### src/hdl/sbma_pkg.sv
// Shared types and constants for the sorted bucket mean aggregator.
// No dependencies; sbma_front, sbma_back and the top level refer to this package by scoped name.
`timescale 1ns / 1ps

package sbma_pkg;

    localparam int CNT_W    = 32;  // total cell count
    localparam int DEV_W    = 33;  // signed Q24.8 deviation
    localparam int MEAN_W   = 40;  // unsigned Q32.8 count mean
    localparam int IDX_W    = 3;   // bucket index on the result port
    localparam int FRAC_W   = 8;   // fraction bits of Q formats
    localparam int KEPT_W   = 4;   // kept-bucket register
    localparam int REC_W    = CNT_W + DEV_W;

    localparam logic [KEPT_W-1:0] KEPT_RESET   = 4'd4;
    // deviation forced onto low-count records (-2.0 in Q24.8)
    localparam logic signed [DEV_W-1:0] REPLACED_DEV = -33'sd512;

    // handoff of a full batch from loader to sorter
    typedef struct packed {
        logic              valid;
        logic [KEPT_W-1:0] kept;
    } job_t;

    // sorter status back to loader
    typedef struct packed {
        logic ack;   // job taken
        logic done;  // all results issued, store may be refilled
        logic busy;  // sorter owns the store
    } rsp_t;

    typedef enum logic [2:0] {
        ST_IDLE,
        ST_SCAN,
        ST_PICK,
        ST_DIV,
        ST_DWAIT,
        ST_OUT
    } back_state_t;

endpackage

### src/hdl/sbma_back.sv
// Sorter: streams the store in ascending order by repeated min scans, sums buckets,
// drives the divider and the result register. Depends on sbma_pkg.
`timescale 1ns / 1ps

module sbma_back #(
    parameter int BS   = 8,
    parameter int BC   = 8,
    parameter int N    = BS * BC,
    parameter int AW   = (N > 1) ? $clog2(N) : 1,
    parameter int BW   = (BC > 1) ? $clog2(BC) : 1,
    parameter int SUMW = sbma_pkg::DEV_W + $clog2(BS),
    parameter int DW   = SUMW + sbma_pkg::FRAC_W
) (
    input  logic                          aclk,
    input  logic                          aresetn,
    input  sbma_pkg::job_t                job,
    output sbma_pkg::rsp_t                rsp,
    // record store read
    output logic                          rd_en,
    output logic [AW-1:0]                 rd_addr,
    input  logic [sbma_pkg::REC_W-1:0]    rd_data,
    // count mean store
    output logic                          mean_we,
    output logic [BW-1:0]                 mean_waddr,
    output logic [sbma_pkg::MEAN_W-1:0]   mean_wdata,
    output logic                          mean_re,
    output logic [BW-1:0]                 mean_raddr,
    input  logic [sbma_pkg::MEAN_W-1:0]   mean_rdata,
    // divider
    output logic                          div_start,
    output logic [DW-1:0]                 div_dividend,
    input  logic                          div_done,
    input  logic [DW-1:0]                 div_quotient,
    // result channel
    output logic                          m_valid,
    input  logic                          m_ready,
    output logic [sbma_pkg::IDX_W-1:0]    m_bucket_index,
    output logic [sbma_pkg::MEAN_W-1:0]   m_count_mean,
    output logic [sbma_pkg::DEV_W-1:0]    m_stdev_mean,
    output logic                          m_last
);

    localparam int KW = $clog2(BC + 1);
    localparam int PW = (BS > 1) ? $clog2(BS) : 1;
    localparam int KY = sbma_pkg::DEV_W;

    sbma_pkg::back_state_t state_reg, state_next;

    logic                               pass_reg, pass_next;
    logic                               hl_reg, hl_next;
    logic [KY-1:0]                      lkey_reg, lkey_next;
    logic [AW-1:0]                      lidx_reg, lidx_next;
    logic                               bf_reg, bf_next;
    logic [KY-1:0]                      bkey_reg, bkey_next;
    logic [AW-1:0]                      bidx_reg, bidx_next;
    logic signed [KY-1:0]               bval_reg, bval_next;
    logic [AW:0]                        j_reg, j_next;
    logic                               vd_reg, vd_next;
    logic [AW-1:0]                      idd_reg, idd_next;
    logic [PW-1:0]                      pos_reg, pos_next;
    logic [BW-1:0]                      bkt_reg, bkt_next;
    logic signed [SUMW-1:0]             sum_reg, sum_next;
    logic [sbma_pkg::CNT_W-1:0]         thr_reg, thr_next;
    logic [KW-1:0]                      kept_reg, kept_next;
    logic                               neg_reg, neg_next;
    logic [sbma_pkg::DEV_W-1:0]         dev_reg, dev_next;
    logic                               mv_reg, mv_next;
    logic [sbma_pkg::IDX_W-1:0]         mi_reg, mi_next;
    logic [sbma_pkg::MEAN_W-1:0]        mc_reg, mc_next;
    logic [sbma_pkg::DEV_W-1:0]         ms_reg, ms_next;
    logic                               ml_reg, ml_next;

    // element decode of the read-back record
    logic [sbma_pkg::CNT_W-1:0]         e_cnt;
    logic signed [sbma_pkg::DEV_W-1:0]  e_dev;
    logic signed [sbma_pkg::DEV_W-1:0]  e_val;
    logic [KY-1:0]                      e_key;
    logic                               above, below;
    logic signed [SUMW-1:0]             val_ext, sum_add;
    logic [SUMW-1:0]                    mag;

    always_comb begin
        e_cnt = rd_data[sbma_pkg::REC_W-1:sbma_pkg::DEV_W];
        e_dev = $signed(rd_data[sbma_pkg::DEV_W-1:0]);
        if (pass_reg && (e_cnt < thr_reg)) begin
            e_dev = sbma_pkg::REPLACED_DEV;
        end
        // second pass orders deviations: flip sign bit for an unsigned compare
        e_val = pass_reg ? e_dev : $signed({1'b0, e_cnt});
        e_key = pass_reg ? {~e_dev[KY-1], e_dev[KY-2:0]} : {1'b0, e_cnt};
        above = !hl_reg || (e_key > lkey_reg) ||
                ((e_key == lkey_reg) && (idd_reg > lidx_reg));
        below = !bf_reg || (e_key < bkey_reg);
        val_ext = SUMW'(bval_reg);
        sum_add = sum_reg + val_ext;
        mag     = sum_reg[SUMW-1] ? SUMW'(-sum_reg) : SUMW'(sum_reg);
    end

    always_comb begin
        state_next = state_reg;
        pass_next  = pass_reg;
        hl_next    = hl_reg;
        lkey_next  = lkey_reg;
        lidx_next  = lidx_reg;
        bf_next    = bf_reg;
        bkey_next  = bkey_reg;
        bidx_next  = bidx_reg;
        bval_next  = bval_reg;
        j_next     = j_reg;
        vd_next    = 1'b0;
        idd_next   = idd_reg;
        pos_next   = pos_reg;
        bkt_next   = bkt_reg;
        sum_next   = sum_reg;
        thr_next   = thr_reg;
        kept_next  = kept_reg;
        neg_next   = neg_reg;
        dev_next   = dev_reg;
        mv_next    = mv_reg && !m_ready;
        mi_next    = mi_reg;
        mc_next    = mc_reg;
        ms_next    = ms_reg;
        ml_next    = ml_reg;

        rsp.ack      = 1'b0;
        rsp.done     = 1'b0;
        rsp.busy     = (state_reg != sbma_pkg::ST_IDLE);
        rd_en        = 1'b0;
        rd_addr      = j_reg[AW-1:0];
        mean_we      = 1'b0;
        mean_waddr   = bkt_reg;
        mean_wdata   = div_quotient[sbma_pkg::MEAN_W-1:0];
        mean_re      = 1'b0;
        mean_raddr   = bkt_reg;
        div_start    = 1'b0;
        div_dividend = pass_reg ? DW'(mag) : {sum_reg, {sbma_pkg::FRAC_W{1'b0}}};

        case (state_reg)
            sbma_pkg::ST_IDLE: begin
                if (job.valid) begin
                    rsp.ack   = 1'b1;
                    kept_next = (int'(job.kept) >= BC) ? KW'(BC) : KW'(job.kept);
                    pass_next = 1'b0;
                    hl_next   = 1'b0;
                    bf_next   = 1'b0;
                    j_next    = '0;
                    pos_next  = '0;
                    bkt_next  = '0;
                    sum_next  = '0;
                    thr_next  = '0;
                    state_next = sbma_pkg::ST_SCAN;
                end
            end
            // one pass over the store: smallest (key, index) above the last pick
            sbma_pkg::ST_SCAN: begin
                if (j_reg < (AW+1)'(N)) begin
                    rd_en    = 1'b1;
                    vd_next  = 1'b1;
                    idd_next = j_reg[AW-1:0];
                    j_next   = j_reg + (AW+1)'(1);
                end
                if (vd_reg) begin
                    if (above && below) begin
                        bf_next   = 1'b1;
                        bkey_next = e_key;
                        bidx_next = idd_reg;
                        bval_next = e_val;
                    end
                    if (idd_reg == AW'(N - 1)) begin
                        state_next = sbma_pkg::ST_PICK;
                    end
                end
            end
            sbma_pkg::ST_PICK: begin
                lkey_next = bkey_reg;
                lidx_next = bidx_reg;
                hl_next   = 1'b1;
                bf_next   = 1'b0;
                j_next    = '0;
                sum_next  = sum_add;
                if (pos_reg == PW'(BS - 1)) begin
                    pos_next = '0;
                    // threshold: last count of the highest dropped bucket
                    if (!pass_reg && (kept_reg != KW'(BC)) &&
                        ((KW+1)'(bkt_reg) + (KW+1)'(kept_reg) == (KW+1)'(BC - 1))) begin
                        thr_next = bval_reg[sbma_pkg::CNT_W-1:0];
                    end
                    state_next = sbma_pkg::ST_DIV;
                end else begin
                    pos_next   = pos_reg + PW'(1);
                    state_next = sbma_pkg::ST_SCAN;
                end
            end
            sbma_pkg::ST_DIV: begin
                div_start  = 1'b1;
                neg_next   = sum_reg[SUMW-1];
                mean_re    = pass_reg;
                state_next = sbma_pkg::ST_DWAIT;
            end
            sbma_pkg::ST_DWAIT: begin
                if (div_done) begin
                    sum_next = '0;
                    if (!pass_reg) begin
                        mean_we = 1'b1;
                        if (bkt_reg == BW'(BC - 1)) begin
                            pass_next = 1'b1;
                            bkt_next  = '0;
                            hl_next   = 1'b0;
                        end else begin
                            bkt_next = bkt_reg + BW'(1);
                        end
                        state_next = sbma_pkg::ST_SCAN;
                    end else begin
                        dev_next = neg_reg ?
                            sbma_pkg::DEV_W'(~div_quotient[sbma_pkg::DEV_W-1:0] +
                                             sbma_pkg::DEV_W'(1)) :
                            div_quotient[sbma_pkg::DEV_W-1:0];
                        state_next = sbma_pkg::ST_OUT;
                    end
                end
            end
            sbma_pkg::ST_OUT: begin
                if (!mv_reg || m_ready) begin
                    mv_next = 1'b1;
                    mi_next = sbma_pkg::IDX_W'(bkt_reg);
                    mc_next = mean_rdata;
                    ms_next = dev_reg;
                    ml_next = (bkt_reg == BW'(BC - 1));
                    if (bkt_reg == BW'(BC - 1)) begin
                        rsp.done   = 1'b1;
                        state_next = sbma_pkg::ST_IDLE;
                    end else begin
                        bkt_next   = bkt_reg + BW'(1);
                        state_next = sbma_pkg::ST_SCAN;
                    end
                end
            end
            default: begin
                state_next = sbma_pkg::ST_IDLE;
            end
        endcase
    end

    always_ff @(posedge aclk) begin
        if (!aresetn) begin
            state_reg <= sbma_pkg::ST_IDLE;
            vd_reg    <= 1'b0;
            mv_reg    <= 1'b0;
        end else begin
            state_reg <= state_next;
            vd_reg    <= vd_next;
            mv_reg    <= mv_next;
        end
        pass_reg <= pass_next;
        hl_reg   <= hl_next;
        lkey_reg <= lkey_next;
        lidx_reg <= lidx_next;
        bf_reg   <= bf_next;
        bkey_reg <= bkey_next;
        bidx_reg <= bidx_next;
        bval_reg <= bval_next;
        j_reg    <= j_next;
        idd_reg  <= idd_next;
        pos_reg  <= pos_next;
        bkt_reg  <= bkt_next;
        sum_reg  <= sum_next;
        thr_reg  <= thr_next;
        kept_reg <= kept_next;
        neg_reg  <= neg_next;
        dev_reg  <= dev_next;
        mi_reg   <= mi_next;
        mc_reg   <= mc_next;
        ms_reg   <= ms_next;
        ml_reg   <= ml_next;
    end

    assign m_valid        = mv_reg;
    assign m_bucket_index = mi_reg;
    assign m_count_mean   = mc_reg;
    assign m_stdev_mean   = ms_reg;
    assign m_last         = ml_reg;

endmodule

### config.mk
export PLATFORM = sky130hd
export DESIGN_NAME = sbma_back
export DESIGN_NICKNAME = d
export VERILOG_FILES = /design/src/hdl/sbma_pkg.sv /design/src/hdl/sbma_back.sv
export SDC_FILE = /design/constraint.sdc
export NUM_CORES = 1
export LEC_CHECK = 0
export ABC_AREA = 1
export BUFFER_PORTS_ARGS = -buffer_cell sky130_fd_sc_hd__buf_2
export CAP_MARGIN = 20
export CORE_MARGIN = 2
export CORE_UTILIZATION = 61
export CTS_BUF_LIST = sky130_fd_sc_hd__clkbuf_16
export DETAILED_ROUTE_END_ITERATION = 10
export GPL_TIMING_DRIVEN = 0
export HOLD_SLACK_MARGIN = 0.06
export PLACE_DENSITY = 0.87
export SYNTH_ARGS = -nofsm -noshare
export SYNTH_HDL_FRONTEND = slang
export SYNTH_SLANG_ARGS = --single-unit
### constraint.sdc
create_clock -name aclk -period 8.7 [get_ports aclk]
set_clock_uncertainty 0.05 [all_clocks]
set_input_delay 1.74 -clock aclk [delete_from_list [all_inputs] [get_ports aclk]]
set_output_delay 1.74 -clock aclk [all_outputs]
set_load 0.02 [all_outputs]
==> flow_summary.json, run 1 <==
{
  "wl_um": 52400,
  "cts_hold_buf": 0,
  "syn_area_per_cell_um2": 9.36,
  "rsz0062_at_grt": "false",
  "ant_nets": 0,
  "outcome": "complete, no violations",
  "syn-num-nets": 2150,
  "grt_pass1_vias": 14700,
  "vias_per_cell": 5.79,
  "worst-endpoint-arrival_ns": 6.72,
  "fin_ws_ns": 2.18,
  "utilization": 0.735,
  "wire_per_inst_um": 20.1,
  "ys.flop_type": "edfxtp_1",
  "initial_core_util": 0.621,
  "regArea_um2": 8630,
  "dr_total_vias": 15100,
  "cp_max_fo": 22,
  "n_fill_cell": 1976,
  "place.detailed.hpwl_um": 40900,
  "peakVddDrop_mv": 0.225,
  "synth-edff-count": 284,
  "dp_slack_ns": 1.95,
  "async_flop_share": 0,
  "largest_reg_flops": 40,
  "portBuffers": 327,
  "post-cts-setup-buffer-count": 0,
  "htreeDepth": 1,
  "synth_seq_cells": 289,
  "multi_input_area_um2": 7170,
  "synth-compound-area-share": 0.113,
  "holdWs_ns": 0.358,
  "insertion_delay_ns": 0.57,
  "synth_top_family_by_area": "simple AND/OR/NAND/NOR gates",
  "antenna_found_initial": 1,
  "leakage_nw": 9.29,
  "p_per_area_nw_per_um2": 297,
  "path_clk_slew_ns": 0.06,
  "cts_root_buf": "clkbuf_16",
  "nets": 2515,
  "synthXorXnorAreaFrac": 0.0244,
  "dieArea_um2": 29600,
  "grt_usage": 0.351,
  "tns_ns": 0,
  "gp_congestion": 0.981,
  "yosysWarningCount": 0,
  "die_w_um": 172,
  "grt_max_degree": 37,
  "cts_tree": "built",
  "post_cts_resized": 0,
  "r2r_setup_slack_ns": 2.98,
  "drive_above_1_share": 0.215,
  "fmax_mhz": 153,
  "start_kind": "input pin",
  "slew_headroom": 0.297,
  "max_cap_viol_count": 0,
  "crit_required_ns": 8.90,
  "area_growth_pct": 18.4,
  "post-route-period-util": 0.749,
  "critical_path_class": "in -> reg",
  "min_path_type": "reg -> reg",
  "core_um2": 27800,
  "drc_errors": 0,
  "first_pass_iters": 6,
  "overflow": 0,
  "synth_seq_area_share": 0.500,
  "die_h_um": 172,
  "synth.distinct_cells": 54,
  "cts_buffers": 30,
  "row_count": 61,
  "synth_area_um2": 17200,
  "synth_fa_ha_area_frac": 0.109,
  "endpoint_kind": "flip-flop",
  "clockBufferDepth": 3,
  "io_pins": 339,
  "drtIter0Drc": 1450,
  "syn_inst": 1843,
  "setup_viol": 0,
  "hold_violations": 0,
  "num_antenna_cells": 0,
  "grt_pass1_wl_um": 79100,
  "synthMuxAreaShare": 0,
  "cts.sinks": 289,
  "worst_pin_slew_ns": 1.06,
  "synth-simple-area-share": 0.168,
  "min_period_ns": 6.52,
  "drv_slew": 0,
  "p_total_mw": 6.07
}
-- layer usage --
layer  up-vias  part of all wire  GRT usage
met5         -                 0          0
met4         0             0.042      0.145
met3       151             0.098     0.0588
met2       929              0.48      0.602
met1      7036              0.38      0.444
li1       6992                 -          -
-- logic make-up (layout without fill, tap and decap cells) --
family / after synthesis / count (layout)
buffers and inverters: 345 / 732
adder cells (fa/ha/maj): 149 / 149
XOR/XNOR: 48 / 48
AO/OA/AOI/OAI: 346 / 346
flip-flops: 289 / 289
AND/OR/NAND/NOR: 666 / 666
-- worst max-delay path, stage by stage --
cell and delay (ns):
buf_2 0.11, ha_1 0.29, nand2_1 0.07, inv_1 0.05
nand3_1 0.10, nor3_1 0.15, nand2_1 0.10, nand2_1 0.13
nand2_1 0.07, nand2_1 0.34, clkbuf_1 0.42, a21oi_1 0.29
ha_1 0.36, nand2_1 0.10, nor2_1 0.20, nand4_1 0.16
nor4_1 0.48, nand3_1 0.15, o211ai_1 0.31, nand2_1 0.08
nand2_1 0.08, nand2_1 0.08, nor2_4 0.58, buf_16 0.25
-- cells in the final DEF (no fill, tap or decap), types with 7 or more instances in the layout --
cell / n
buf_2: 330
edfxtp_1: 284
inv_1: 267
nor2_1: 262
nand2_1: 258
a21oi_1: 154
ha_1: 147
o21ai_0: 96
buf_4: 49
nand3_1: 42
xor2_1: 35
clkbuf_16: 30
nor3_1: 26
clkbuf_1: 25
nand4_1: 21
a31oi_1: 21
nor4_1: 13
o21ai_1: 13
xnor2_1: 13
o21a_1: 13
a21o_1: 9
o21ai_2: 8
clkinv_1: 7
nand2_2: 7
nor2_4: 7
-- final cells by class --
class / instances / share of cell area
Tap cell: 378 / 0.0232
Buffer: 82 / 0.0243
Clock buffer: 30 / 0.0367
Multi-Input combinational cell: 1209 / 0.351
Sequential cell: 289 / 0.422
Clock inverter: 24 / 0.00710
Inverter: 263 / 0.0483
Timing Repair Buffer: 333 / 0.0871
-- synth_stat cells, drive strengths merged (5+ instances only) --
cell / instances / area share
dfxtp: 5 / 0.0058
nand3: 46 / 0.015
xor2: 35 / 0.018
a21oi: 158 / 0.047
clkbuf: 26 / 0.0057
nor2: 272 / 0.061
nand4: 24 / 0.0098
ha: 147 / 0.11
xnor2: 13 / 0.0066
o21a: 13 / 0.0057
a31oi: 21 / 0.0076
edfxtp: 284 / 0.49
a211oi: 6 / 0.0026
nor4: 14 / 0.0054
o21ai: 117 / 0.036
nand2: 265 / 0.059
inv: 262 / 0.057
a21o: 9 / 0.0039
buf: 56 / 0.023
nor3: 33 / 0.013
o211ai: 5 / 0.0022
-- report_power, final --
part           internal (mW)  leakage [nW]  total (mW)  switching, mW
Combinational          0.864          6.12        2.73           1.86
Clock                  0.653         0.476        1.18          0.526
Sequential              1.88          2.70        2.16          0.276
Total                   3.40          9.29        6.07           2.67
-- path summary, 6_finish.rpt --
path | cells after the start | end | startpoint
min reg2reg | 0 | m_stdev_mean[27]$_DFFE_PP_ | dev_reg[27]$_DFFE_PP_
max | 24 | bkey_reg[1]$_DFFE_PP_ | rd_data[48]
max reg2reg | 16 | bkey_reg[1]$_DFFE_PP_ | pass_reg$_SDFFCE_PN0P_
min | 0 | m_stdev_mean[27]$_DFFE_PP_ | dev_reg[27]$_DFFE_PP_
-- stage by stage --
stage               instances  area [um^2]
finish                   2608        20400
global route             2608        20400
CTS                      2608        20400
detailed placement       2554        19500
global placement         2548        19400
floorplan                1843        17200
(Power assumes the default switching activity.)
==> inputs of run 2 (changes only) <==
CORE_UTILIZATION = 56   (was 61)
PLACE_DENSITY = 0.81   (was 0.87)
clock period = 6.1 ns   (was 8.7 ns; I/O delays follow)
==> flow_summary.json, run 2 (synthesis results as in run 1) <==
{
  "outcome": "complete, no violations",
  "post_cts_resized": 0,
  "leakage_nw": 9.26,
  "largest_reg_flops": 40,
  "first_pass_iters": 7,
  "p_per_area_nw_per_um2": 425,
  "multi_input_area_um2": 7170,
  "mostFrequentLayoutCells": "buf_2, edfxtp_1, nor2_1",
  "final_common_cell": "buf_2",
  "clockBufferDepth": 3,
  "crit_required_ns": 6.32,
  "slew_headroom": 0.258,
  "initial_core_util": 0.567,
  "die_h_um": 180,
  "cp_max_fo": 21,
  "drc_errors": 0,
  "path_clk_slew_ns": 0.06,
  "regArea_um2": 8630,
  "cts_hold_buf": 0,
  "min_path_type": "reg -> reg",
  "drive_above_1_share": 0.219,
  "row_count": 64,
  "grt_pass1_vias": 14500,
  "die_w_um": 180,
  "worst_pin_slew_ns": 1.11,
  "htreeDepth": 1,
  "post-route-period-util": 0.962,
  "nets": 2514,
  "vias_per_cell": 5.60,
  "wl_um": 49800,
  "gp_congestion": 0.956,
  "setup_viol": 0,
  "core_um2": 30400,
  "holdWs_ns": 0.360,
  "area_growth_pct": 18.8,
  "dieArea_um2": 32200,
  "antenna_found_initial": 3,
  "critical_path_class": "in -> reg",
  "portBuffers": 327,
  "peakVddDrop_mv": 0.314,
  "hold_violations": 0,
  "endpoint_kind": "flip-flop",
  "io_pins": 339,
  "cts_tree": "built",
  "n_fill_cell": 2396,
  "grt_pass1_wl_um": 76900,
  "post-cts-setup-buffer-count": 0,
  "drtIter0Drc": 1343,
  "rsz0062_at_grt": "false",
  "insertion_delay_ns": 0.57,
  "place.detailed.hpwl_um": 39400,
  "dr_total_vias": 14700,
  "fmax_mhz": 170,
  "min_period_ns": 5.87,
  "ant_nets": 0,
  "grt_usage": 0.302,
  "max_cap_viol_count": 0,
  "drv_slew": 0,
  "cts_buffers": 30,
  "worst-endpoint-arrival_ns": 6.09,
  "cts_root_buf": "clkbuf_16",
  "start_kind": "input pin",
  "cts.sinks": 289,
  "overflow": 0,
  "wire_per_inst_um": 19.0,
  "grt_max_degree": 38,
  "tns_ns": 0
}
-- run 2: cell types whose count changed in the layout (fill, tap and decap cells not counted), moves of 2 or more --
cell / change
clkinv_4: +4
clkinvlp_4: +5
clkinv_1: -2
buf_16: -2
inv_1: -7
-- run 2: path summary, 6_finish.rpt --
check	endpoint	slack, ns	depth (start not counted)	from
max reg2reg	bkey_reg[21]$_DFFE_PP_	0.54	16	pass_reg$_SDFFCE_PN0P_
min reg2reg	m_stdev_mean[20]$_DFFE_PP_	0.36	0	dev_reg[20]$_DFFE_PP_
min	m_stdev_mean[20]$_DFFE_PP_	0.36	0	dev_reg[20]$_DFFE_PP_
max	bkey_reg[21]$_DFFE_PP_	0.23	21	rd_data[48]
-- run 2: report_power, final --
group          total [mW]  leakage, nW  switching (mW)  internal [mW]
combinational        3.84         6.10            2.63           1.21
clock                1.79        0.463           0.802          0.989
sequential           3.08         2.70           0.389           2.69
-- run 2: metal layers --
layer / vias to the layer above / part of all wire / wire [um] / global-route usage
li1: 6996 / - / - / -
met1: 6793 / 0.38 / 19100 / 0.381
met2: 791 / 0.48 / 23700 / 0.511
met3: 119 / 0.10 / 5180 / 0.0705
met4: 4 / 0.036 / 1780 / 0.109
met5: - / 0.00056 / 28 / 0
-- run 2: final cells by class --
| class | instances | share of cell area |
|---|---|---|
| antenna | 1 | 0.000122 |
| multi-input combinational | 1209 | 0.350 |
| buffer | 82 | 0.0242 |
| timing repair buffer | 332 | 0.0851 |
| sequential | 289 | 0.421 |
| tap | 396 | 0.0242 |
| inverter | 263 | 0.0482 |
| clock inverter | 24 | 0.0102 |
| clock buffer | 30 | 0.0366 |
-- run 2: worst max-delay path, stage by stage --
cell and delay [ns]:
buf_2 0.11, ha_1 0.29, nand2_1 0.08, inv_1 0.05, nand3_1 0.08, nor3_1 0.17, nand2_1 0.07, nand2_1 0.12
nand2_1 0.06, nand2_1 0.37, clkbuf_1 0.65, a21oi_1 0.26, ha_1 0.39, nand2_1 0.11, nor4_1 0.43, nand4_1 0.28
o31a_1 0.30, nand2_1 0.09, nand2_1 0.09, nor2_4 0.57, buf_16 0.25
-- run 2: through the flow --
stage	utilization	cell area, um^2	power (mW)	worst slack, ns	cells
after floorplan	-	17200	5.51	0.114	1843
after global placement	0.637	19400	6.71	-1.92	2566
after detailed placement	0.642	19500	6.86	-0.133	2571
after CTS	0.673	20500	8.65	0.442	2625
after global routing	0.673	20500	9.21	0.0739	2625
final	0.673	20500	8.71	0.234	2626
